File: src/rtl/core/mit_pkg.sv
package mit_pkg;

    localparam int CW = 16;

    typedef struct packed {
        logic signed [CW-1:0] vert_a_x;
        logic signed [CW-1:0] vert_a_y;
        logic signed [CW-1:0] vert_a_z;
        logic signed [CW-1:0] vert_b_x;
        logic signed [CW-1:0] vert_b_y;
        logic signed [CW-1:0] vert_b_z;
        logic signed [CW-1:0] vert_c_x;
        logic signed [CW-1:0] vert_c_y;
        logic signed [CW-1:0] vert_c_z;
        logic                 last_triangle;
    } t_tri;

    typedef struct packed {
        logic signed [31:0] inertia_xx;
        logic signed [31:0] inertia_yy;
        logic signed [31:0] inertia_zz;
        logic signed [31:0] inertia_xy;
        logic signed [31:0] inertia_yz;
        logic signed [31:0] inertia_zx;
        logic               volume_zero;
    } t_res;

    localparam logic [1:0] REG_MASS = 2'd0;
    localparam logic [1:0] REG_SX   = 2'd1;
    localparam logic [1:0] REG_SY   = 2'd2;
    localparam logic [1:0] REG_SZ   = 2'd3;

    localparam logic [63:0] C6  = 64'd3074457345618258603;
    localparam logic [63:0] C10 = 64'd1844674407370955162;
    localparam logic [63:0] C20 = 64'd922337203685477581;

endpackage

File: src/rtl/core/mit_front.sv
// front: takes triangles into a two entry queue
module mit_front (
    input  logic            i_clk,
    input  logic            i_rst_n,
    input  logic            i_push,
    output logic            o_full,
    input  mit_pkg::t_tri   i_item,
    output logic            o_avail,
    input  logic            i_take,
    output mit_pkg::t_tri   o_item
);
    import mit_pkg::*;
    t_tri r_q [2];
    logic r_wp, r_rp;
    logic [1:0] r_cnt;

    assign o_full  = r_cnt == 2'd2;
    assign o_avail = r_cnt != 2'd0;
    assign o_item  = r_q[r_rp];

    always_ff @(posedge i_clk) begin
        if (i_push && !o_full) r_q[r_wp] <= i_item;
    end

    always_ff @(posedge i_clk) begin
        if (!i_rst_n) begin
            r_wp <= 1'b0; r_rp <= 1'b0; r_cnt <= '0;
        end else begin
            if (i_push && !o_full) r_wp <= ~r_wp;
            if (i_take && o_avail) r_rp <= ~r_rp;
            r_cnt <= r_cnt + 2'((i_push && !o_full) ? 1 : 0)
                           - 2'((i_take && o_avail) ? 1 : 0);
        end
    end
endmodule

File: config.mk
export PLATFORM = sky130hd
export DESIGN_NAME = mit_front
export DESIGN_NICKNAME = d
export VERILOG_FILES = /design/src/rtl/core/mit_pkg.sv /design/src/rtl/core/mit_front.sv
export SDC_FILE = /design/constraint.sdc
export NUM_CORES = 1
export LEC_CHECK = 0
export BUFFER_PORTS_ARGS = -buffer_cell sky130_fd_sc_hd__buf_2
export CAP_MARGIN = 20
export CORE_ASPECT_RATIO = 0.5
export CORE_MARGIN = 3
export CORE_UTILIZATION = 52
export CTS_CLUSTER_DIAMETER = 100
export CTS_CLUSTER_SIZE = 25
export DETAILED_ROUTE_END_ITERATION = 10
export PLACE_DENSITY = 0.86
export SYNTH_ARGS = -nofsm -noshare
export SYNTH_HDL_FRONTEND = slang
export SYNTH_SLANG_ARGS = --single-unit
File: constraint.sdc
create_clock -name i_clk -period 12.1 [get_ports i_clk]
set_input_delay 2.42 -clock i_clk [delete_from_list [all_inputs] [get_ports i_clk]]
set_output_delay 2.42 -clock i_clk [all_outputs]
set_load 0.005 [all_outputs]
==> impl_metrics.json, run 1 <==
{
  "portBuffers": 295,
  "synth_top_area_share_pct": 80.0,
  "grt.total_usage_pct": 17.4,
  "antenna_found_initial": 4,
  "crit_fanout": 71,
  "die-area_mm2": 0.0228,
  "syn_avg_cell_area_um2": 22.8,
  "gr-total-overflow": 0,
  "drive_gt1_share_pct": 59.6,
  "final.period_utilization_pct": 39.5,
  "grt_max_degree": 84,
  "min_period_ns": 4.78,
  "ir_drop_uv": 170,
  "finalSetupViolCount": 0,
  "slowest_stage": "buf_4",
  "drv_cap": 0,
  "dpl_cell_area_mm2": 0.0126,
  "finalInstanceArea_mm2": 0.0131,
  "cts_tree": "built",
  "worst_pin_slew_ns": 1.05,
  "row_count": 36,
  "fin_setup_tns_ns": 0,
  "p_sw_share_pct": 25.2,
  "synth_edf_count": 290,
  "clock-sinks": 295,
  "required_ns": 9.68,
  "fin_worst_skew_ns": 0.00713,
  "clk_pin_slew_ns": 0.09,
  "drc": 0,
  "grt_pass1_vias": 5719,
  "ys.flop_type": "edfxtp_1",
  "syn2layout_area_growth_pct": 20.0,
  "die_w_um": 211,
  "status": "finished clean",
  "finalWeightedCongestion": 0.758,
  "crit_path_end": "o_item[48]",
  "crit_path_max_incr_delay_ns": 0.75,
  "syn-num-nets": 628,
  "ys_seq_elements": 295,
  "final_common_cell": "buf_2",
  "first_pass_iters": 4,
  "rsz0062_at_grt": "false",
  "hold_viol": 0,
  "ys.warnings.count": 0,
  "ys_types": 18,
  "place_hpwl_um": 14500,
  "leakage_uw": 0.00494,
  "worstSetupStartpointType": "flop",
  "max_slew_margin_pct": 30.3,
  "crit_path_end_kind": "output pin",
  "synth-seq-area-share_pct": 80.9,
  "final_cell_mix": "295 x buf_2, 290 x edfxtp_1, 95 x mux2_2",
  "pre_cts_slack_ns": 7.30,
  "wire_per_inst_um": 19.7,
  "r2r_cells": 5,
  "slew_viol_final": 0,
  "wirelength_um": 20700,
  "fmax_mhz": 209,
  "initial_core_util_pct": 54.4,
  "synth.top_cells.by_area": "edfxtp_1 80%, mux2_2 9.8%, mux2_4 6.9%, dfxtp_1 0.92%, buf_6 0.72%",
  "vias_per_cell": 5.11,
  "htreeDepth": 1,
  "rr_endpoint": "r_q[1][105]",
  "cts-resized-gates": 0,
  "cts_buffers": 15,
  "setup_slack_ns": 7.32,
  "power_density_mw_per_mm2": 187,
  "worstPathArrival_ns": 2.36,
  "r2r_slack_ns": 9.62,
  "cts_root_buffer": "clkbuf_16",
  "ys_async_sr_fraction_pct": 0,
  "clk_path_buf_depth": 3,
  "vias": 5379,
  "post_cts_buffers": 0,
  "pwr-share-clk_pct": 21.0,
  "worstSetupPathType": "flop to output pin",
  "worstPathCellList": "buf_4 -> mux2_2 -> buf_2",
  "drtAntennaViolNets": 0,
  "rr_startpoint": "r_cnt[0]",
  "grt_pass1_wl_um": 30600,
  "combinationalPowerShare_pct": 24.9,
  "nNetsFinal": 931,
  "netlist_area_mm2": 0.0109,
  "core_mm2": 0.0200,
  "netlist_instances": 477,
  "p_sw_uw": 614,
  "num_io_pins": 296,
  "clock_latency_ns": 0.48,
  "drt_iter0_markers": 268,
  "hold_path_class": "flop to flop",
  "seqPwrFrac_pct": 54.1,
  "synth_top_cell_by_area": "edfxtp_1",
  "p_int_uw": 1830,
  "die_h_um": 108,
  "postCtsHoldBufs": 0
}
-- cell usage after synthesis (2+ instances only) --
cell type,instances
buf_2,9
edfxtp_1,290
buf_6,7
nor2_1,4
xnor2_1,2
ha_1,2
inv_1,3
mux2_4,50
dfxtp_1,5
nand2b_1,2
nand2_1,2
mux2_2,95
-- critical path: cells and delay by family, from the launching register on --
kind	cells	cell delay, ns
multiplexers	1	0.43
flip-flops	1	0.45
buffers and inverters	2	0.90
-- stage by stage --
step	hold slack (ns)	cells	utilization [%]	total power [uW]
6_report	0.534	1052	65.3	2440
5_1_grt	0.571	1052	65.3	2560
4_1_cts	0.539	1048	65.2	2470
3_5_place_dp	0.522	1028	63.2	1960
3_3_place_gp	0.492	1028	63.2	1940
2_1_floorplan	0.455	477	-	1740
-- state kept, by name, indices dropped and copies added, names as in the netlist, named ones only --
register  flops
r_rp          1
r_wp          1
r_q         290
r_cnt         2
-- kinds of logic (layout without fill, tap and decap cells) --
group	after synthesis	after routing	synth area share (%)
and+or+nand+nor	11	11	0.494
adders and majority gates	2	2	0.230
xor gates and xnor gates	3	3	0.241
AOI/OAI and AO/OA	1	1	0.0690
buffers and inverters	19	325	1.24
other	0	3	0
muxes	146	146	16.8
DFF	295	295	80.9
-- per-layer routing --
layer	part of all wire, %	vias to the layer above	track usage (%)
li1	-	2479	-
met1	36	2702	19.5
met2	57	152	33.9
met3	4.0	44	3.19
met4	3.2	2	6.11
met5	0.034	-	0
-- power by group through the flow --
stage	Sequential (uW)	Clock (uW)	Combinational [uW]
floorplan	1360	0	383
global placement	1340	0	604
detailed placement	1350	0	615
CTS	1320	533	617
global route	1330	567	656
finish	1320	513	609
-- worst min path at each step --
stage	from	endpoint	slack, ns	cells past startpoint
3_5_place_dp	r_rp	flop	0.52	2
6_report	r_wp	r_wp	0.53	2
2_1_floorplan	r_wp	r_wp	0.45	2
5_1_grt	r_wp	r_wp	0.57	2
4_1_cts	r_wp	r_wp	0.54	2
3_3_place_gp	r_rp	flop	0.49	2
-- cell type report --
| cell class | instances | area [um^2] |
|---|---|---|
| antenna | 3 | 7.51 |
| multi-input combinational | 163 | 1960 |
| sequential | 295 | 8810 |
| inverter | 3 | 11.3 |
| tap | 266 | 333 |
| fill | 1374 | 6930 |
| clock inverter | 1 | 7.51 |
| timing repair buffer | 302 | 1550 |
| clock buffer | 19 | 390 |
Power figures use the tool's default switching activity.
==> run 2: changes to the inputs <==
- ABC_AREA: unset -> 1
- clock period: 12.1 -> 4.5 ns (I/O delays scaled with it)
==> run 2 against run 1 <==
  * Sequential share of layout area fell by 0.077 points
  * Sequential power grew to 2.7 times the previous value
  * Core utilization rose by 0.075 points
  * Largest cell class unchanged
  * Critical endpoint is now o_item[30]
  * Synthesized cell count rose by 2.3%
  * Combinational power rose to 2.6 times the previous value
==> impl_metrics.json, run 2 <==
{
  "row_count": 36,
  "first_pass_iters": 6,
  "pre_cts_slack_ns": 1.72,
  "place_hpwl_um": 15100,
  "worstPathArrival_ns": 2.37,
  "die-area_mm2": 0.0228,
  "top_regs": "r_q (290), r_cnt (2)",
  "synth_edf_count": 290,
  "ys.warnings.count": 0,
  "cts_tree": "built",
  "ys_seq_elements": 295,
  "grt_pass1_wl_um": 31700,
  "worstSetupStartpointType": "flop",
  "netlist_instances": 488,
  "worstSetupPathType": "flop to output pin",
  "portBuffers": 295,
  "ys.flop_type": "edfxtp_1",
  "combinationalPowerShare_pct": 23.9,
  "clk_path_buf_depth": 3,
  "syn2layout_area_growth_pct": 20.0,
  "grt_pass1_vias": 5729,
  "drv_cap": 0,
  "rr_startpoint": "r_cnt[0]",
  "slew_viol_final": 0,
  "min_period_ns": 3.27,
  "fmax_mhz": 306,
  "worstPathCellList": "buf_12 -> mux2_2 -> buf_2",
  "status": "finished clean",
  "synth-seq-area-share_pct": 80.8,
  "final_cell_mix": "295 x buf_2, 290 x edfxtp_1, 95 x mux2_2",
  "vias": 5444,
  "drive_gt1_share_pct": 58.7,
  "ys_async_sr_fraction_pct": 0,
  "grt_max_degree": 76,
  "yosys.cell_count.top_type": "edfxtp_1",
  "drt_iter0_markers": 321,
  "finalSetupViolCount": 0,
  "leakage_uw": 0.00496,
  "rsz0062_at_grt": "false",
  "syn-num-nets": 639,
  "die_w_um": 211,
  "netlist_area_mm2": 0.0109,
  "gr-total-overflow": 0,
  "final_common_cell": "buf_2",
  "clock_latency_ns": 0.48,
  "seqPwrFrac_pct": 55.0,
  "cts_root_buffer": "clkbuf_16",
  "wirelength_um": 21700,
  "clock-sinks": 295,
  "synth_top_cell_by_area": "edfxtp_1",
  "crit_path_end": "o_item[30]",
  "r2r_slack_ns": 2.40,
  "dpl_cell_area_mm2": 0.0127,
  "hold_path_depth": 2,
  "setup_slack_ns": 1.23,
  "synth_common_cells": "290 x edfxtp_1, 95 x mux2_2, 50 x mux2_4",
  "synth.top_cells.by_area": "edfxtp_1 80%, mux2_2 9.8%, mux2_4 6.9%, dfxtp_1 0.92%, buf_6 0.72%",
  "hold_viol": 0,
  "required_ns": 3.60,
  "finalInstanceArea_mm2": 0.0131,
  "postCtsHoldBufs": 0,
  "cts_buffers": 15,
  "rr_endpoint": "r_q[1][19]",
  "num_io_pins": 296,
  "p_sw_share_pct": 25.5,
  "die_h_um": 108,
  "crit_path_end_kind": "output pin",
  "fin_worst_skew_ns": 0.0105,
  "finalWeightedCongestion": 0.814,
  "wire_per_inst_um": 20.4,
  "p_int_uw": 4910,
  "crit_fanout": 75,
  "fin_setup_tns_ns": 0,
  "htreeDepth": 1,
  "crit_path_max_incr_delay_ns": 0.79,
  "p_sw_uw": 1680,
  "slowest_stage": "dfxtp_4",
  "finalPower_uw": 6580,
  "syn_avg_cell_area_um2": 22.3,
  "max_slew_margin_pct": 32.1,
  "cts-resized-gates": 0,
  "final.period_utilization_pct": 72.7,
  "vias_per_cell": 5.12,
  "clk_pin_slew_ns": 0.10,
  "nNetsFinal": 942,
  "ir_drop_uv": 890,
  "synth_top_area_share_pct": 79.9,
  "drc": 0,
  "largest_reg_flops": 290,
  "drtAntennaViolNets": 0,
  "antenna_found_initial": 2,
  "power_density_mw_per_mm2": 503,
  "pwr-share-clk_pct": 21.1,
  "top_register": "r_q",
  "worst_pin_slew_ns": 1.02,
  "hold_path_class": "flop to flop",
  "ys_types": 12,
  "grt.total_usage_pct": 18.1,
  "initial_core_util_pct": 54.5,
  "r2r_cells": 5,
  "core_mm2": 0.0200,
  "post_cts_buffers": 0
}
[run 2: layout make-up]
cell class / count / area, um^2
antenna: 3 / 7.51
fill: 1388 / 6920
tap: 266 / 333
clock buffer: 19 / 390
inverter: 8 / 35.0
clock inverter: 1 / 7.51
timing repair buffer: 302 / 1550
sequential: 295 / 8810
multi-input combinational: 169 / 1940
[run 2: critical path, delay by kind of cell, from the launching register on]
kind	cells	cell delay, ns
buffers and inverters	2	0.62
flip-flops	1	0.79
multiplexers	1	0.41
[run 2: metal layers]
layer / vias up / global-route usage [%] / routed length, um
li1: 2513 / - / -
met1: 2768 / 21.0 / 8050
met2: 129 / 35.3 / 12200
met3: 34 / 3.25 / 866
met4: 0 / 4.73 / 512
met5: - / 0 / 0
[run 2: how the worst min path moves through the flow]
| stage | startpoint | to | slack (ns) |
|---|---|---|---|
| final | r_rp | r_rp | 0.53 |
| after global routing | i_item[80] | r_q[1][80] | 0.57 |
| after CTS | r_rp | r_rp | 0.53 |
| after detailed placement | r_rp | r_rp | 0.50 |
| after global placement | r_rp | r_rp | 0.48 |
| after floorplan | r_rp | flop | 0.47 |
[run 2: metrics by stage]
step	instances	utilization [%]	hold WS, ns
floorplan	488	-	0.467
global placement	1040	63.4	0.485
detailed placement	1040	63.4	0.502
CTS	1060	65.4	0.526
global route	1063	65.4	0.570
finish	1063	65.4	0.528
[run 2: power by group through the flow]
stage	Combinational (uW)	Sequential (uW)	Clock [uW]
after floorplan	996	3630	0
after global placement	1550	3660	0
after detailed placement	1600	3690	0
after CTS	1610	3630	1440
after global routing	1700	3660	1550
final	1580	3620	1390
[run 2: logic make-up after synthesis]
logic type / share of synthesized area, %
AO/OA/AOI/OAI: 0.0919
adder cells (fa/ha/maj): 0.230
buffers and inverters: 1.41
flip-flops: 80.8
multiplexers: 16.7
AND/OR/NAND/NOR: 0.723
==> run 3: changes to the inputs <==
- clock period: 4.5 -> 3.4 ns (I/O delays scaled with it)
==> run 3 against run 2 <==
  * Count of clock-buffer cells in the layout did not move
  * Non-clock buffer count unchanged
  * Core utilization up 0.28 points
  * Global-route usage fell by 0.45 points
  * First-iteration DRC count fell by 14%
  * Critical path depth unchanged
  * Sequential share of layout area shrank 0.29 points
  * Clock skew up 0.0064 ns
  * Clock power grew 32%
  * Power is 32% higher
  * Cell count increased by 0.28%
==> impl_metrics.json, run 3 (synthesis gave the netlist of run 2 again) <==
{
  "top_register": "r_q",
  "hold_viol": 0,
  "row_count": 36,
  "crit_fanout": 57,
  "crit_path_max_incr_delay_ns": 0.70,
  "drv_cap": 0,
  "cts-resized-gates": 0,
  "slowest_stage": "dfxtp_4",
  "cts_buffers": 15,
  "drc": 0,
  "die_w_um": 211,
  "antenna_found_initial": 6,
  "drtAntennaViolNets": 0,
  "rsz0062_at_grt": "false",
  "fin_worst_skew_ns": 0.0169,
  "cts_tree": "built",
  "ir_drop_uv": 443,
  "leakage_uw": 0.00497,
  "portBuffers": 295,
  "crit_family": "flip-flops",
  "finalWeightedCongestion": 0.793,
  "die_h_um": 108,
  "grt_pass1_wl_um": 31000,
  "cts_root_buffer": "clkbuf_16",
  "initial_core_util_pct": 54.5,
  "core_mm2": 0.0200,
  "slew_viol_final": 0,
  "finalPower_uw": 8720,
  "p_int_uw": 6510,
  "worstPathCellList": "buf_12 -> mux2_2 -> buf_2",
  "clock-sinks": 295,
  "syn2layout_area_growth_pct": 20.6,
  "fin_setup_tns_ns": 0,
  "vias_per_cell": 5.14,
  "drt_iter0_markers": 277,
  "dpl_cell_area_mm2": 0.0127,
  "gr-total-overflow": 0,
  "status": "finished clean",
  "final_cell_mix": "295 x buf_2, 290 x edfxtp_1, 95 x mux2_2",
  "post_cts_buffers": 0,
  "clk_path_buf_depth": 3,
  "critical_path_buf_inv_count": 2,
  "postCtsHoldBufs": 0,
  "wire_per_inst_um": 19.9,
  "grt.total_usage_pct": 17.7,
  "largest_reg_flops": 290,
  "p_sw_uw": 2200,
  "required_ns": 2.72,
  "max_slew_margin_pct": 49.9,
  "grt_max_degree": 92,
  "drive_gt1_share_pct": 58.7,
  "vias": 5480,
  "combinationalPowerShare_pct": 24.2,
  "fmax_mhz": 352,
  "grt_pass1_vias": 5794,
  "place_hpwl_um": 14700,
  "clk_pin_slew_ns": 0.10,
  "crit_path_end_kind": "output pin",
  "worstSetupStartpointType": "flop",
  "num_io_pins": 296,
  "worstPathArrival_ns": 2.16,
  "first_pass_iters": 4,
  "die-area_mm2": 0.0228,
  "finalSetupViolCount": 0,
  "htreeDepth": 1,
  "worst_pin_slew_ns": 0.752,
  "p_sw_share_pct": 25.3,
  "hold_path_class": "input port to flop",
  "clock_latency_ns": 0.49,
  "min_period_ns": 2.84,
  "final_common_cell": "buf_2",
  "worstSetupPathType": "flop to output pin",
  "finalInstanceArea_mm2": 0.0131,
  "pwr-share-clk_pct": 21.1,
  "top_regs": "r_q (290), r_cnt (2)",
  "final.period_utilization_pct": 83.6,
  "power_density_mw_per_mm2": 663,
  "seqPwrFrac_pct": 54.7,
  "nNetsFinal": 942,
  "wirelength_um": 21200
}
==> run 3: power groups by stage <==
stage	clock, uW	combinational, uW	sequential (uW)
2_1_floorplan	0	1320	4790
3_3_place_gp	0	2100	4830
3_5_place_dp	0	2140	4860
4_1_cts	1910	2150	4780
5_1_grt	2050	2280	4820
6_report	1840	2110	4770
==> run 3: final cells by class <==
cell class | instances | area, um^2
clock inverters | 1 | 7.51
diodes | 6 | 15.0
clock buffers | 19 | 390
fillers | 1400 | 6860
flip-flops and latches | 295 | 8810
inverters | 8 | 33.8
repair buffers | 302 | 1600
well taps | 266 | 333
multi-input cells | 169 | 1940
==> run 3: worst paths after layout <==
check        startpoint           to  slack (ns)  cells after the start
max reg2reg    r_cnt[0]  r_q[1][124]        1.51                      5
min          i_item[16]   r_q[1][16]        0.37                      1
max                flop    o_item[9]        0.56                      3
min reg2reg        r_rp         r_rp        0.52                      2
==> run 3: stage by stage <==
step,instances,worst slack [ns],hold slack (ns),util (%)
2_1_floorplan,488,0.0486,0.467,-
3_3_place_gp,1040,1.08,0.481,63.6
3_5_place_dp,1040,1.06,0.503,63.6
4_1_cts,1060,0.518,0.348,65.6
5_1_grt,1065,0.432,0.338,65.7
6_report,1066,0.558,0.371,65.7
==> run 3: metal layers <==
layer,track usage [%],routed length [um],up-vias
met1,20.6,8020,2768
met5,0,13,-
met4,6.92,773,2
met3,3.42,829,56
met2,32.9,11600,135
li1,-,-,2519
